==> src/rtl/vos_pkg.sv <==
// shared types, constants and codes for the vendor option stripper
`default_nettype none
package vos_pkg;

  localparam int HOLD_DEPTH      = 8;
  localparam int HOLD_AW         = 3;
  localparam int CNT_W           = 4;
  localparam int LENGTH_BITS_DEF = 16;
  localparam int CFG_DATA_W      = 32;
  localparam int CFG_IDX_W       = 3;

  typedef enum logic [CFG_IDX_W-1:0] {
    CFG_VENDOR_CODE  = 3'd0,
    CFG_ENTERPRISE   = 3'd1,
    CFG_RELAY_FWD    = 3'd2,
    CFG_RELAY_REPLY  = 3'd3,
    CFG_PLAIN_HDR    = 3'd4,
    CFG_RELAY_HDR    = 3'd5
  } cfg_idx_e;

  typedef enum logic [2:0] {
    PH_TYPE    = 3'd0,
    PH_HEADER  = 3'd1,
    PH_OPTION  = 3'd2,
    PH_SKIP    = 3'd3,
    PH_DISCARD = 3'd4,
    PH_PASS    = 3'd5
  } phase_e;

  typedef enum logic [1:0] {
    ST_REMOVED   = 2'd0,
    ST_CUT       = 2'd1,
    ST_NOT_FOUND = 2'd2,
    ST_MALFORMED = 2'd3
  } status_e;

  localparam logic [15:0] RST_VENDOR_CODE = 16'd17;
  localparam logic [31:0] RST_ENTERPRISE  = 32'd2495;
  localparam logic [7:0]  RST_RELAY_FWD   = 8'd12;
  localparam logic [7:0]  RST_RELAY_REPLY = 8'd13;
  localparam logic [7:0]  RST_PLAIN_HDR   = 8'd4;
  localparam logic [7:0]  RST_RELAY_HDR   = 8'd34;

  typedef struct packed {
    logic [15:0] vendor_code;
    logic [31:0] enterprise;
    logic [7:0]  relay_fwd;
    logic [7:0]  relay_reply;
    logic [7:0]  plain_hdr;
    logic [7:0]  relay_hdr;
  } cfg_t;

  // walker to hold buffer: byte write and result batch
  typedef struct packed {
    logic               wr_en;
    logic [HOLD_AW-1:0] wr_addr;
    logic [CNT_W-1:0]   rel_cnt;
    logic               bare;
    logic               eom;
    logic [1:0]         status;
  } cmd_t;

  typedef logic [HOLD_DEPTH-1:0][7:0] hold_arr_t;

endpackage
`default_nettype wire

==> src/rtl/vos_cfg_regs.sv <==
// configuration register bank
`default_nettype none
module vos_cfg_regs (
  input  wire logic                             clk_i,
  input  wire logic                             rst_ni,
  input  wire logic                             cfg_we_i,
  input  wire logic [vos_pkg::CFG_IDX_W-1:0]    cfg_index_i,
  input  wire logic [vos_pkg::CFG_DATA_W-1:0]   cfg_data_i,
  output vos_pkg::cfg_t                         cfg_o
);
  import vos_pkg::*;

  cfg_t cfg_q;

  always_ff @(posedge clk_i or negedge rst_ni) begin
    if (!rst_ni) begin
      cfg_q.vendor_code <= RST_VENDOR_CODE;
      cfg_q.enterprise  <= RST_ENTERPRISE;
      cfg_q.relay_fwd   <= RST_RELAY_FWD;
      cfg_q.relay_reply <= RST_RELAY_REPLY;
      cfg_q.plain_hdr   <= RST_PLAIN_HDR;
      cfg_q.relay_hdr   <= RST_RELAY_HDR;
    end else if (cfg_we_i) begin
      case (cfg_idx_e'(cfg_index_i))
        CFG_VENDOR_CODE: cfg_q.vendor_code <= cfg_data_i[15:0];
        CFG_ENTERPRISE:  cfg_q.enterprise  <= cfg_data_i[31:0];
        CFG_RELAY_FWD:   cfg_q.relay_fwd   <= cfg_data_i[7:0];
        CFG_RELAY_REPLY: cfg_q.relay_reply <= cfg_data_i[7:0];
        CFG_PLAIN_HDR:   cfg_q.plain_hdr   <= cfg_data_i[7:0];
        CFG_RELAY_HDR:   cfg_q.relay_hdr   <= cfg_data_i[7:0];
        default: ;
      endcase
    end
  end

  assign cfg_o = cfg_q;

endmodule
`default_nettype wire

==> src/rtl/vos_walker.sv <==
// option walker: header count, tlv parse, enterprise match
`default_nettype none
module vos_walker #(
  parameter int LENGTH_BITS = vos_pkg::LENGTH_BITS_DEF
) (
  input  wire logic                clk_i,
  input  wire logic                rst_ni,
  input  wire logic                fire_i,
  input  wire logic [7:0]          byte_i,
  input  wire logic                final_i,
  input  wire vos_pkg::cfg_t       cfg_i,
  input  wire vos_pkg::hold_arr_t  held_i,
  output vos_pkg::cmd_t            cmd_o
);
  import vos_pkg::*;

  phase_e                 phase_q, phase_d;
  logic [7:0]             hr_q, hr_d;
  logic [LENGTH_BITS-1:0] obl_q, obl_d;
  logic [HOLD_AW-1:0]     hc_q, hc_d;
  cmd_t                   cmd;

  logic [7:0]             hdr_len;
  logic [7:0]             hr_dec;
  logic [LENGTH_BITS-1:0] obl_dec;
  logic [15:0]            code16;
  logic [15:0]            len_a;
  logic [15:0]            len_b_m4;
  logic [31:0]            ent;
  logic [CNT_W-1:0]       rel_n;

  always_ff @(posedge clk_i or negedge rst_ni) begin
    if (!rst_ni) begin
      phase_q <= PH_TYPE;
      hr_q    <= '0;
      obl_q   <= '0;
      hc_q    <= '0;
    end else begin
      phase_q <= phase_d;
      hr_q    <= hr_d;
      obl_q   <= obl_d;
      hc_q    <= hc_d;
    end
  end

  always_comb begin
    phase_d = phase_q;
    hr_d    = hr_q;
    obl_d   = obl_q;
    hc_d    = hc_q;
    cmd     = '0;

    hdr_len  = (byte_i == cfg_i.relay_fwd || byte_i == cfg_i.relay_reply) ?
               cfg_i.relay_hdr : cfg_i.plain_hdr;
    hr_dec   = hr_q - 8'd1;
    obl_dec  = obl_q - LENGTH_BITS'(1);
    code16   = {held_i[0], held_i[1]};
    len_a    = {held_i[2], byte_i};
    len_b_m4 = {held_i[2], held_i[3]} - 16'd4;
    ent      = {held_i[4], held_i[5], held_i[6], byte_i};
    rel_n    = {1'b0, hc_q} + CNT_W'(1);

    if (fire_i) begin
      unique case (phase_q)
        PH_TYPE: begin
          // zero header length acts as one
          hr_d = (hdr_len == 8'd0) ? 8'd0 : hdr_len - 8'd1;
          phase_d = (hr_d != 8'd0) ? PH_HEADER : PH_OPTION;
          cmd.wr_en = 1'b1;
          cmd.rel_cnt = CNT_W'(1);
          cmd.status = (hr_d != 8'd0) ? ST_MALFORMED : ST_NOT_FOUND;
        end
        PH_HEADER: begin
          hr_d = hr_dec;
          if (hr_dec == 8'd0) phase_d = PH_OPTION;
          cmd.wr_en = 1'b1;
          cmd.rel_cnt = CNT_W'(1);
          cmd.status = (hr_dec != 8'd0) ? ST_MALFORMED : ST_NOT_FOUND;
        end
        PH_SKIP: begin
          obl_d = obl_dec;
          if (obl_dec == '0) phase_d = PH_OPTION;
          cmd.wr_en = 1'b1;
          cmd.rel_cnt = CNT_W'(1);
          cmd.status = (obl_dec != '0) ? ST_MALFORMED : ST_NOT_FOUND;
        end
        PH_DISCARD: begin
          obl_d = obl_dec;
          if (obl_dec == '0) phase_d = PH_PASS;
          cmd.status = (obl_dec != '0) ? ST_CUT : ST_REMOVED;
          if (final_i) begin
            cmd.bare = 1'b1;
            cmd.rel_cnt = CNT_W'(1);
          end
        end
        PH_PASS: begin
          cmd.wr_en = 1'b1;
          cmd.rel_cnt = CNT_W'(1);
          cmd.status = ST_REMOVED;
        end
        PH_OPTION: begin
          cmd.wr_en = 1'b1;
          cmd.wr_addr = hc_q;
          priority if (hc_q < HOLD_AW'(3)) begin
            // option code and first length byte
            cmd.status = ST_MALFORMED;
            if (final_i) cmd.rel_cnt = rel_n;
            else hc_d = hc_q + HOLD_AW'(1);
          end else if (hc_q == HOLD_AW'(3)) begin
            if (code16 == cfg_i.vendor_code && len_a >= 16'd4) begin
              cmd.status = ST_NOT_FOUND;
              if (final_i) cmd.rel_cnt = rel_n;
              else hc_d = hc_q + HOLD_AW'(1);
            end else begin
              cmd.rel_cnt = rel_n;
              hc_d = '0;
              obl_d = LENGTH_BITS'(len_a);
              phase_d = (len_a != 16'd0) ? PH_SKIP : PH_OPTION;
              cmd.status = (len_a != 16'd0) ? ST_MALFORMED : ST_NOT_FOUND;
            end
          end else if (hc_q < HOLD_AW'(HOLD_DEPTH - 1)) begin
            // enterprise bytes; cut short counts as not found
            cmd.status = ST_NOT_FOUND;
            if (final_i) cmd.rel_cnt = rel_n;
            else hc_d = hc_q + HOLD_AW'(1);
          end else begin
            hc_d = '0;
            obl_d = LENGTH_BITS'(len_b_m4);
            if (ent == cfg_i.enterprise) begin
              cmd.wr_en = 1'b0;
              phase_d = (len_b_m4 != 16'd0) ? PH_DISCARD : PH_PASS;
              cmd.status = (len_b_m4 != 16'd0) ? ST_CUT : ST_REMOVED;
              if (final_i) begin
                cmd.bare = 1'b1;
                cmd.rel_cnt = CNT_W'(1);
              end
            end else begin
              cmd.rel_cnt = rel_n;
              phase_d = (len_b_m4 != 16'd0) ? PH_SKIP : PH_OPTION;
              cmd.status = (len_b_m4 != 16'd0) ? ST_MALFORMED : ST_NOT_FOUND;
            end
          end
        end
        default: begin
          phase_d = PH_TYPE;
        end
      endcase

      if (final_i) begin
        // message done: walker back to its start
        cmd.eom = 1'b1;
        phase_d = PH_TYPE;
        hr_d    = '0;
        obl_d   = '0;
        hc_d    = '0;
      end
    end
  end

  assign cmd_o = cmd;

endmodule
`default_nettype wire

==> src/rtl/vos_hold_buf.sv <==
// hold buffer: keeps option bytes back and drains result batches
`default_nettype none
module vos_hold_buf (
  input  wire logic           clk_i,
  input  wire logic           rst_ni,
  input  wire vos_pkg::cmd_t  cmd_i,
  input  wire logic [7:0]     byte_i,
  input  wire logic           out_stall_i,
  output vos_pkg::hold_arr_t  held_o,
  output logic                free_o,
  output logic                out_valid_o,
  output logic [7:0]          out_byte_o,
  output logic                byte_valid_o,
  output logic                end_of_message_o,
  output logic [1:0]          strip_status_o
);
  import vos_pkg::*;

  hold_arr_t          held_q;
  logic [CNT_W-1:0]   cnt_q;
  logic [HOLD_AW-1:0] idx_q;
  logic               bare_q;
  logic               eom_q;
  logic [1:0]         st_q;

  logic last;
  logic taken;

  assign last  = (({1'b0, idx_q} + CNT_W'(1)) == cnt_q);
  assign taken = out_valid_o && !out_stall_i;

  assign out_valid_o      = (cnt_q != '0);
  assign free_o           = (cnt_q == '0) || (taken && last);
  assign out_byte_o       = bare_q ? 8'd0 : held_q[idx_q];
  assign byte_valid_o     = !bare_q;
  assign end_of_message_o = last && eom_q;
  assign strip_status_o   = (last && eom_q) ? st_q : 2'd0;
  assign held_o           = held_q;

  always_ff @(posedge clk_i) begin
    if (cmd_i.wr_en) held_q[cmd_i.wr_addr] <= byte_i;
  end

  always_ff @(posedge clk_i or negedge rst_ni) begin
    if (!rst_ni) begin
      cnt_q  <= '0;
      idx_q  <= '0;
      bare_q <= 1'b0;
      eom_q  <= 1'b0;
      st_q   <= '0;
    end else if (cmd_i.rel_cnt != '0) begin
      cnt_q  <= cmd_i.rel_cnt;
      idx_q  <= '0;
      bare_q <= cmd_i.bare;
      eom_q  <= cmd_i.eom;
      st_q   <= cmd_i.status;
    end else if (taken) begin
      if (last) cnt_q <= '0;
      else idx_q <= idx_q + HOLD_AW'(1);
    end
  end

endmodule
`default_nettype wire

==> src/rtl/vendor_option_stripper.sv <==
// top level of the dhcpv6 vendor option stripper
//
//  channel | direction | handshake               | payload
//  --------+-----------+-------------------------+------------------------------------
//  in      | sink      | in_valid_i / in_stall_o | message_byte_i, final_byte_i
//  out     | source    | out_valid_o/out_stall_i | out_byte_o, byte_valid_o,
//          |           |                         | end_of_message_o, strip_status_o
//  cfg     | sink      | cfg_we_i                | cfg_index_i, cfg_data_i
//
// an item waits in the input register until the hold buffer is free, the walker handles it
// in the cycle it leaves and loads 0 to 8 results into the hold buffer; the first result
// is offered the cycle after
// the hold buffer drains one result per cycle while out_stall_i is low, so a byte that passes through
// sustains one item per cycle; a release of n held bytes holds the input until the last is taken
// reset clears walker and buffer control; configuration returns to defaults
// out stall holds the current result and backs up into in_stall_o
`default_nettype none
module vendor_option_stripper #(
  parameter int LENGTH_BITS = vos_pkg::LENGTH_BITS_DEF
) (
  input  wire logic                            clk_i,
  input  wire logic                            rst_ni,
  // input item channel
  input  wire logic                            in_valid_i,
  output logic                                 in_stall_o,
  input  wire logic [7:0]                      message_byte_i,
  input  wire logic                            final_byte_i,
  // result item channel
  output logic                                 out_valid_o,
  input  wire logic                            out_stall_i,
  output logic [7:0]                           out_byte_o,
  output logic                                 byte_valid_o,
  output logic                                 end_of_message_o,
  output logic [1:0]                           strip_status_o,
  // configuration write port
  input  wire logic                            cfg_we_i,
  input  wire logic [vos_pkg::CFG_IDX_W-1:0]   cfg_index_i,
  input  wire logic [vos_pkg::CFG_DATA_W-1:0]  cfg_data_i
);
  import vos_pkg::*;

  // input register
  logic       in_vld_q;
  logic [7:0] in_byte_q;
  logic       in_fin_q;

  cfg_t      cfg;
  cmd_t      cmd;
  hold_arr_t held;
  logic      buf_free;
  logic      fire;
  logic      in_take;

  // the walker runs only when the buffer is empty or empties this cycle
  assign fire       = in_vld_q && buf_free;
  assign in_stall_o = in_vld_q && !buf_free;
  assign in_take    = in_valid_i && !in_stall_o;

  always_ff @(posedge clk_i or negedge rst_ni) begin
    if (!rst_ni) begin
      in_vld_q <= 1'b0;
    end else if (in_take) begin
      in_vld_q <= 1'b1;
    end else if (fire) begin
      in_vld_q <= 1'b0;
    end
  end

  // payload only, no reset
  always_ff @(posedge clk_i) begin
    if (in_take) begin
      in_byte_q <= message_byte_i;
      in_fin_q  <= final_byte_i;
    end
  end

  vos_cfg_regs u_cfg (
    .clk_i       (clk_i),
    .rst_ni      (rst_ni),
    .cfg_we_i    (cfg_we_i),
    .cfg_index_i (cfg_index_i),
    .cfg_data_i  (cfg_data_i),
    .cfg_o       (cfg)
  );

  // header count, option parse and match
  vos_walker #(
    .LENGTH_BITS (LENGTH_BITS)
  ) u_walker (
    .clk_i   (clk_i),
    .rst_ni  (rst_ni),
    .fire_i  (fire),
    .byte_i  (in_byte_q),
    .final_i (in_fin_q),
    .cfg_i   (cfg),
    .held_i  (held),
    .cmd_o   (cmd)
  );

  // held option bytes double as the result queue
  vos_hold_buf u_hold (
    .clk_i            (clk_i),
    .rst_ni           (rst_ni),
    .cmd_i            (cmd),
    .byte_i           (in_byte_q),
    .out_stall_i      (out_stall_i),
    .held_o           (held),
    .free_o           (buf_free),
    .out_valid_o      (out_valid_o),
    .out_byte_o       (out_byte_o),
    .byte_valid_o     (byte_valid_o),
    .end_of_message_o (end_of_message_o),
    .strip_status_o   (strip_status_o)
  );

endmodule
`default_nettype wire

==> config.mk <==
export PLATFORM = sky130hd
export DESIGN_NAME = vendor_option_stripper
export DESIGN_NICKNAME = d
export VERILOG_FILES = /design/src/rtl/vos_pkg.sv /design/src/rtl/vos_cfg_regs.sv /design/src/rtl/vos_walker.sv /design/src/rtl/vos_hold_buf.sv /design/src/rtl/vendor_option_stripper.sv
export SDC_FILE = /design/constraint.sdc
export NUM_CORES = 1
export LEC_CHECK = 0
export ABC_CLOCK_PERIOD_IN_PS = 4400
export BUFFER_PORTS_ARGS = -buffer_cell sky130_fd_sc_hd__clkbuf_2
export CAP_MARGIN = 20
export CORE_ASPECT_RATIO = 0.9
export CORE_MARGIN = 1
export CORE_UTILIZATION = 30
export DETAILED_ROUTE_END_ITERATION = 8
export PLACE_DENSITY = 0.48
export SYNTH_ARGS = -nofsm -noshare
export SYNTH_HDL_FRONTEND = slang
export SYNTH_HIERARCHICAL = 1
export SYNTH_SLANG_ARGS = --single-unit
==> constraint.sdc <==
create_clock -name clk_i -period 4.4 [get_ports clk_i]
set_clock_uncertainty 0.1 [all_clocks]
set_input_delay 0.66 -clock clk_i [delete_from_list [all_inputs] [get_ports clk_i]]
set_output_delay 0.66 -clock clk_i [all_outputs]
set_load 0.05 [all_outputs]
* Word-level counts from Yosys, hierarchy flattened
Index checks and enable logic that the tools add are counted.
Widths: inputs -> output; s select.
** Cells by class
- $add $sub $neg :: 8
- Order comparisons :: 6
- Equal/unequal tests :: 24
- Muxes and demuxes :: 79
- Reduce and logical (&&, ||, !) cells :: 47
** Operators by type and width (number)
- $mux 16 :: 5
- $bwmux 64 :: 1
- $mux 3 :: 19
- $mux 8 :: 6
- $reduce_bool 16->1 :: 3
- $mux 4 :: 9
- $eq 32x32->1 :: 1
- $pmux 16 s2 :: 1
- $bmux 8 s3 :: 1
- $demux 8 s3 :: 1
- $mux 1 :: 21
- $reduce_and 2->1 :: 10
- $pmux 3 s6 :: 1
- $eq 16x16->1 :: 1
- $eq 8x8->1 :: 2
- $ge 16x3->1 const B :: 1
- $logic_not 16->1 :: 1
- $logic_not 8->1 :: 2
- $mux 2 :: 8
- $pmux 8 s2 :: 1
- $reduce_bool 8->1 :: 2
- $sub 16x1->16 const B :: 1
- $sub 16x3->16 const B :: 1
- $sub 8x1->8 const B :: 2
- other kinds (31) :: 63
** Storage, ports and cells
- Flip-flop bits (word level) :: 195
- Input bits :: 49
- Output and inout bits :: 14
- Logic and storage cells :: 190

* Longest topological paths before layout
- Depth in word-level cells :: 14
- Mapped depth :: 16

* Cells and area by module
Netlist, hierarchy kept.
** Modules (own cells, without submodules)
- vos_walker :: instances 1, cells each 585, area an instance 4187.8 um2, sequential area each 750.7 um2
- vos_hold_buf :: instances 1, cells each 191, area an instance 3138.0 um2, sequential area each 2197.1 um2
- vos_cfg_regs :: instances 1, cells each 174, area an instance 3057.9 um2, sequential area each 2025.7 um2
- vendor_option_stripper :: instances 1, cells each 15, area an instance 334.1 um2, sequential area each 295.3 um2

* Worst setup path before layout
No wires, ideal clock.
- Path type :: register -> register
- Start :: register in_byte_q[6]
- End :: register u_hold.st_q[0]
- Library setup time :: 0.117 ns
- Arrival :: 4.005 ns
- Data required time :: 4.183 ns
- Setup slack :: 0.178 ns
- Stages on the path, launching flop included :: 17
- Path buffers :: 2
- Cell sequence :: edfxtp_1 -> buf_2 -> xnor2_1 -> nand4_1 -> o22ai_1 -> clkbuf_1 -> mux2i_1 -> ha_1 -> or3b_2 -> nor2_2 -> a31oi_1 -> or4b_2 -> o21ai_2 -> a221oi_1 -> o311a_1 -> nand2_1 -> nand2_1
** RTL lines
- from (decl) :: line vendor_option_stripper.sv:44 : logic [7:0] in_byte_q;
- from (signal assigned) :: line vendor_option_stripper.sv:72 : in_byte_q <= message_byte_i;
- to (signal assigned) :: line vos_hold_buf.sv:56 : st_q <= cmd_i.status;
- to (decl) :: line vos_hold_buf.sv:24 : logic [1:0] st_q;

==> results.yml <==
layout:
  areaGrowthSynthToFinish_pct: 13.92
  fillCellCount: 3585
  layout-drive-gt1-share_pct: 24.33
  layout_common_cells: "103 x dfrtp_1, 87 x nor2_1, 79 x mux2_2"
  antennaDiodeCount: 0
  layout.nets: 1086
  final_core_util_pct: 34.75
  fin_cells: 1509
  fin_area_sq_um: 12210
  layout_commonest_cell: "dfrtp_1"
power:
  switching_share_pct: 39.88
  power_frac_comb_pct: 37.8
  p_total_mw: 6.739
  power_switching_mw: 2.688
  p_int_mw: 4.051
  power.leakage_nw: 4.674
  seqPwrFrac_pct: 39.3
  power_density_nw_per_um2: 552.0
  ir_worst_vdd_mv: 0.2575
  clockPowerShare_pct: 22.9
worst_setup_path:
  worst_path_max_delay_cell: "or4b_2"
  cpPeakStageDelay_ns: 0.68
  r2r_end: "u_hold/st_q[0]"
  r2r_start: "in_byte_q[2]"
  r2r_cells: 14
  cpLargestDelayFamily: "simple AND/OR/NAND/NOR gates"
  crit_path_end_kind: "register"
  r2r_slack_ns: 0.41
  worst_setup_path_start_kind: "register"
  crit_top_cell: "nand2_1"
  crit_fanout: 6
  path_class: "register to register"
  arrival_ns: 4.23
  crit_cells: 14
  worst-path-buf-inv: 0
  path_cells: "xnor2_1 > nand4_1 > o22ai_2 > mux2i_1 > ha_1 > or3b_2 > nor2_2 > a31oi_1 > or4b_2 > o21ai_2 > a221oi_1 > o311a_1 > nand2_1 > nand2_1"
  critPathRequiredTime_ns: 4.64
route:
  drc: 0
  routed_wl_um: 30270
  via_per_inst: 5.214
  firstDrtPassIters: 5
  drtIter0Drc: 771
  vias: 7868
  wl_per_cell_um: 20.06
  ant_nets: 0
die:
  core_area_sq_um: 35130
  initial_core_util_pct: 30.51
  die_h_um: 181.3
  design.portCount: 63
  std_cell_rows: 65
  dieArea_sq_um: 36490
  die_w_um: 201.2
global_routing:
  antenna_found_initial: 0
  gr-usage-all-layers_pct: 16.99
  grt_pass1_wl_um: 46570
  grt_pass1_vias: 7454
  grt_max_degree: 91
  grt-ovfl-total: 0
logic_synthesis:
  synth_top_area_share_pct: 24.05
  synth_edf_count: 73
  ys_ff_latch: 195
  synth_top_cell_by_area: "dfrtp_1"
  synth_cell_types: 90
  synth.avg_cell_area_sq_um: 11.11
  synthCells: 965
  synth-seq-area-share_pct: 49.16
  yosys-top-cells-area: "dfrtp_1 24%, edfxtp_1 20%, mux2_2 8.3%"
  yosysWarnings: 6
  ys.flop_type: "dfrtp_1"
  synthesis.nets: 1024
  async_flop_share_pct: 62.56
  synth.cell_area_sq_um: 10720
clocking:
  cts_buffers: 17
  hold_buffers: 0
  cts-resized-gates: 0
  cts_buffer_depth: 2
  cts.sinks: 195
  clkSlewWorstSetupHoldPaths_ns: 0.08
  cts_htree_levels: 4
  root_buffer: "clkbuf_16"
  cts_tree: "built"
  cts_setup_buffers: 0
  worstSkewPairLatency_ns: 0.45
sta:
  setup_viol: 0
  rsz0062_at_grt: "false"
  setup_ws_ns: 0.4100
  timing.fmax_mhz: 250.6
  period_share_pct: 90.68
  maxSlewViolCount: 0
  worst_hold_slack_ns: 0.1405
  slew_headroom_pct: 31.48
  hold_violations: 0
  tightest_slew_ns: 1.013
  fin_tns_setup_ns: 0
  post-route-min-period_ns: 3.990
place:
  pre_cts_ws_ns: 0.3001
  post_dp_cell_area_sq_um: 11620
  dp_hpwl_um: 22200
  placed_cells: 1477
  routabilityCongestion: 0.8164
  io_buffers: 62
flow_run:
  maxCapViolCount: 0
status:
  status: "finished, final reports clean"
min_path:
  hold_class: "input port to async pin"
## cell families (layout without fill, tap and decap cells)
group / after synthesis / count (layout) / synth area share (%)
AND/OR/NAND/NOR: 318 / 318 / 15.84
flip-flops: 195 / 195 / 49.16
AO/OA/AOI/OAI: 179 / 179 / 10.51
multiplexers: 107 / 107 / 13.12
XOR/XNOR: 84 / 84 / 7.004
buffers and inverters: 71 / 146 / 3.105
adder cells (fa/ha/maj): 11 / 11 / 1.261
## how the worst max path moves through the flow
stage / from / end / slack [ns]
2_1_floorplan: in_byte_q[6] / u_hold/st_q[0] / 0.18
3_3_place_gp: in_byte_q[2] / u_hold/st_q[0] / 0.37
5_1_grt: u_hold/held_o[15] / u_hold/idx_q[0] / 0.12
6_report: in_byte_q[2] / u_hold/st_q[0] / 0.41
3_5_place_dp: in_byte_q[2] / u_hold/st_q[0] / 0.30
4_1_cts: in_byte_q[2] / u_hold/st_q[0] / 0.26
## power by group through the flow
| stage | clock, mW | combinational (mW) | sequential (mW) |
|---|---|---|---|
| finish | 1.55 | 2.54 | 2.65 |
| floorplan | 0 | 1.94 | 2.53 |
| detailed placement | 0 | 2.53 | 2.68 |
| global placement | 0 | 2.55 | 2.68 |
| CTS | 1.59 | 2.54 | 2.65 |
| global route | 1.66 | 2.79 | 2.71 |
## registers in the layout, summed over array words and instances (netlist names)
name and count:
in_byte_q 8, in_fin_q 1, in_vld_q 1, u_cfg/cfg_o 80, u_hold/bare_q 1, u_hold/cnt_q 4
u_hold/eom_q 1, u_hold/held_o 64, u_hold/idx_q 3, u_hold/st_q 2, u_walker/hc_q 3, u_walker/hr_q 8
u_walker/obl_q 16, u_walker/phase_q 3
## synth_stat cells, drive strengths merged (3+ instances only)
cell    instances
nor3           20
o211ai          6
or3             5
o31ai           9
clkbuf         25
nand2          69
dfrtp         103
nand3          12
mux2i           7
o31a            3
nor2           88
mux4           16
ha             10
o21ai          66
nor4           30
a32oi           3
a21oi          38
a31oi          11
nand4          13
buf            24
dfstp          19
xnor2          33
nor2b          10
edfxtp         73
or4            14
xor2           50
nor4bb          3
nor4b           4
nand2b         14
a21o            7
mux2           84
inv            21
or3b            4
nand4b          5
a21boi          3
a22oi           5
and2            8
nand3b          3
and3            4
## worst reg2reg max path, cell delays in order, from the launching register on
cell	delay, ns
edfxtp_1	0.50
xnor2_1	0.21
nand4_1	0.13
o22ai_2	0.27
mux2i_1	0.31
ha_1	0.28
or3b_2	0.51
nor2_2	0.15
a31oi_1	0.05
or4b_2	0.68
o21ai_2	0.11
a221oi_1	0.11
o311a_1	0.35
nand2_1	0.06
nand2_1	0.05
## per-layer routing
layer  vias up  track usage, %  share of wire [%]
met5         -               0                  0
met3        18           2.904                3.6
li1       3708               -                  -
met4         0           3.909               0.99
met2       197           24.86                 44
met1      3945           25.83                 51
## area by class of cell
cell class,count,area [sq um],share of cell area (%)
Multi-Input combinational cell,699,5144,42.13
Inverter,22,82.58,0.6764
Clock buffer,18,439.2,3.597
Timing Repair Buffer,92,541.8,4.437
Tap cell,469,586.8,4.806
Clock inverter,14,146.4,1.199
Sequential cell,195,5269,43.15
Power figures use the tool's default switching activity.
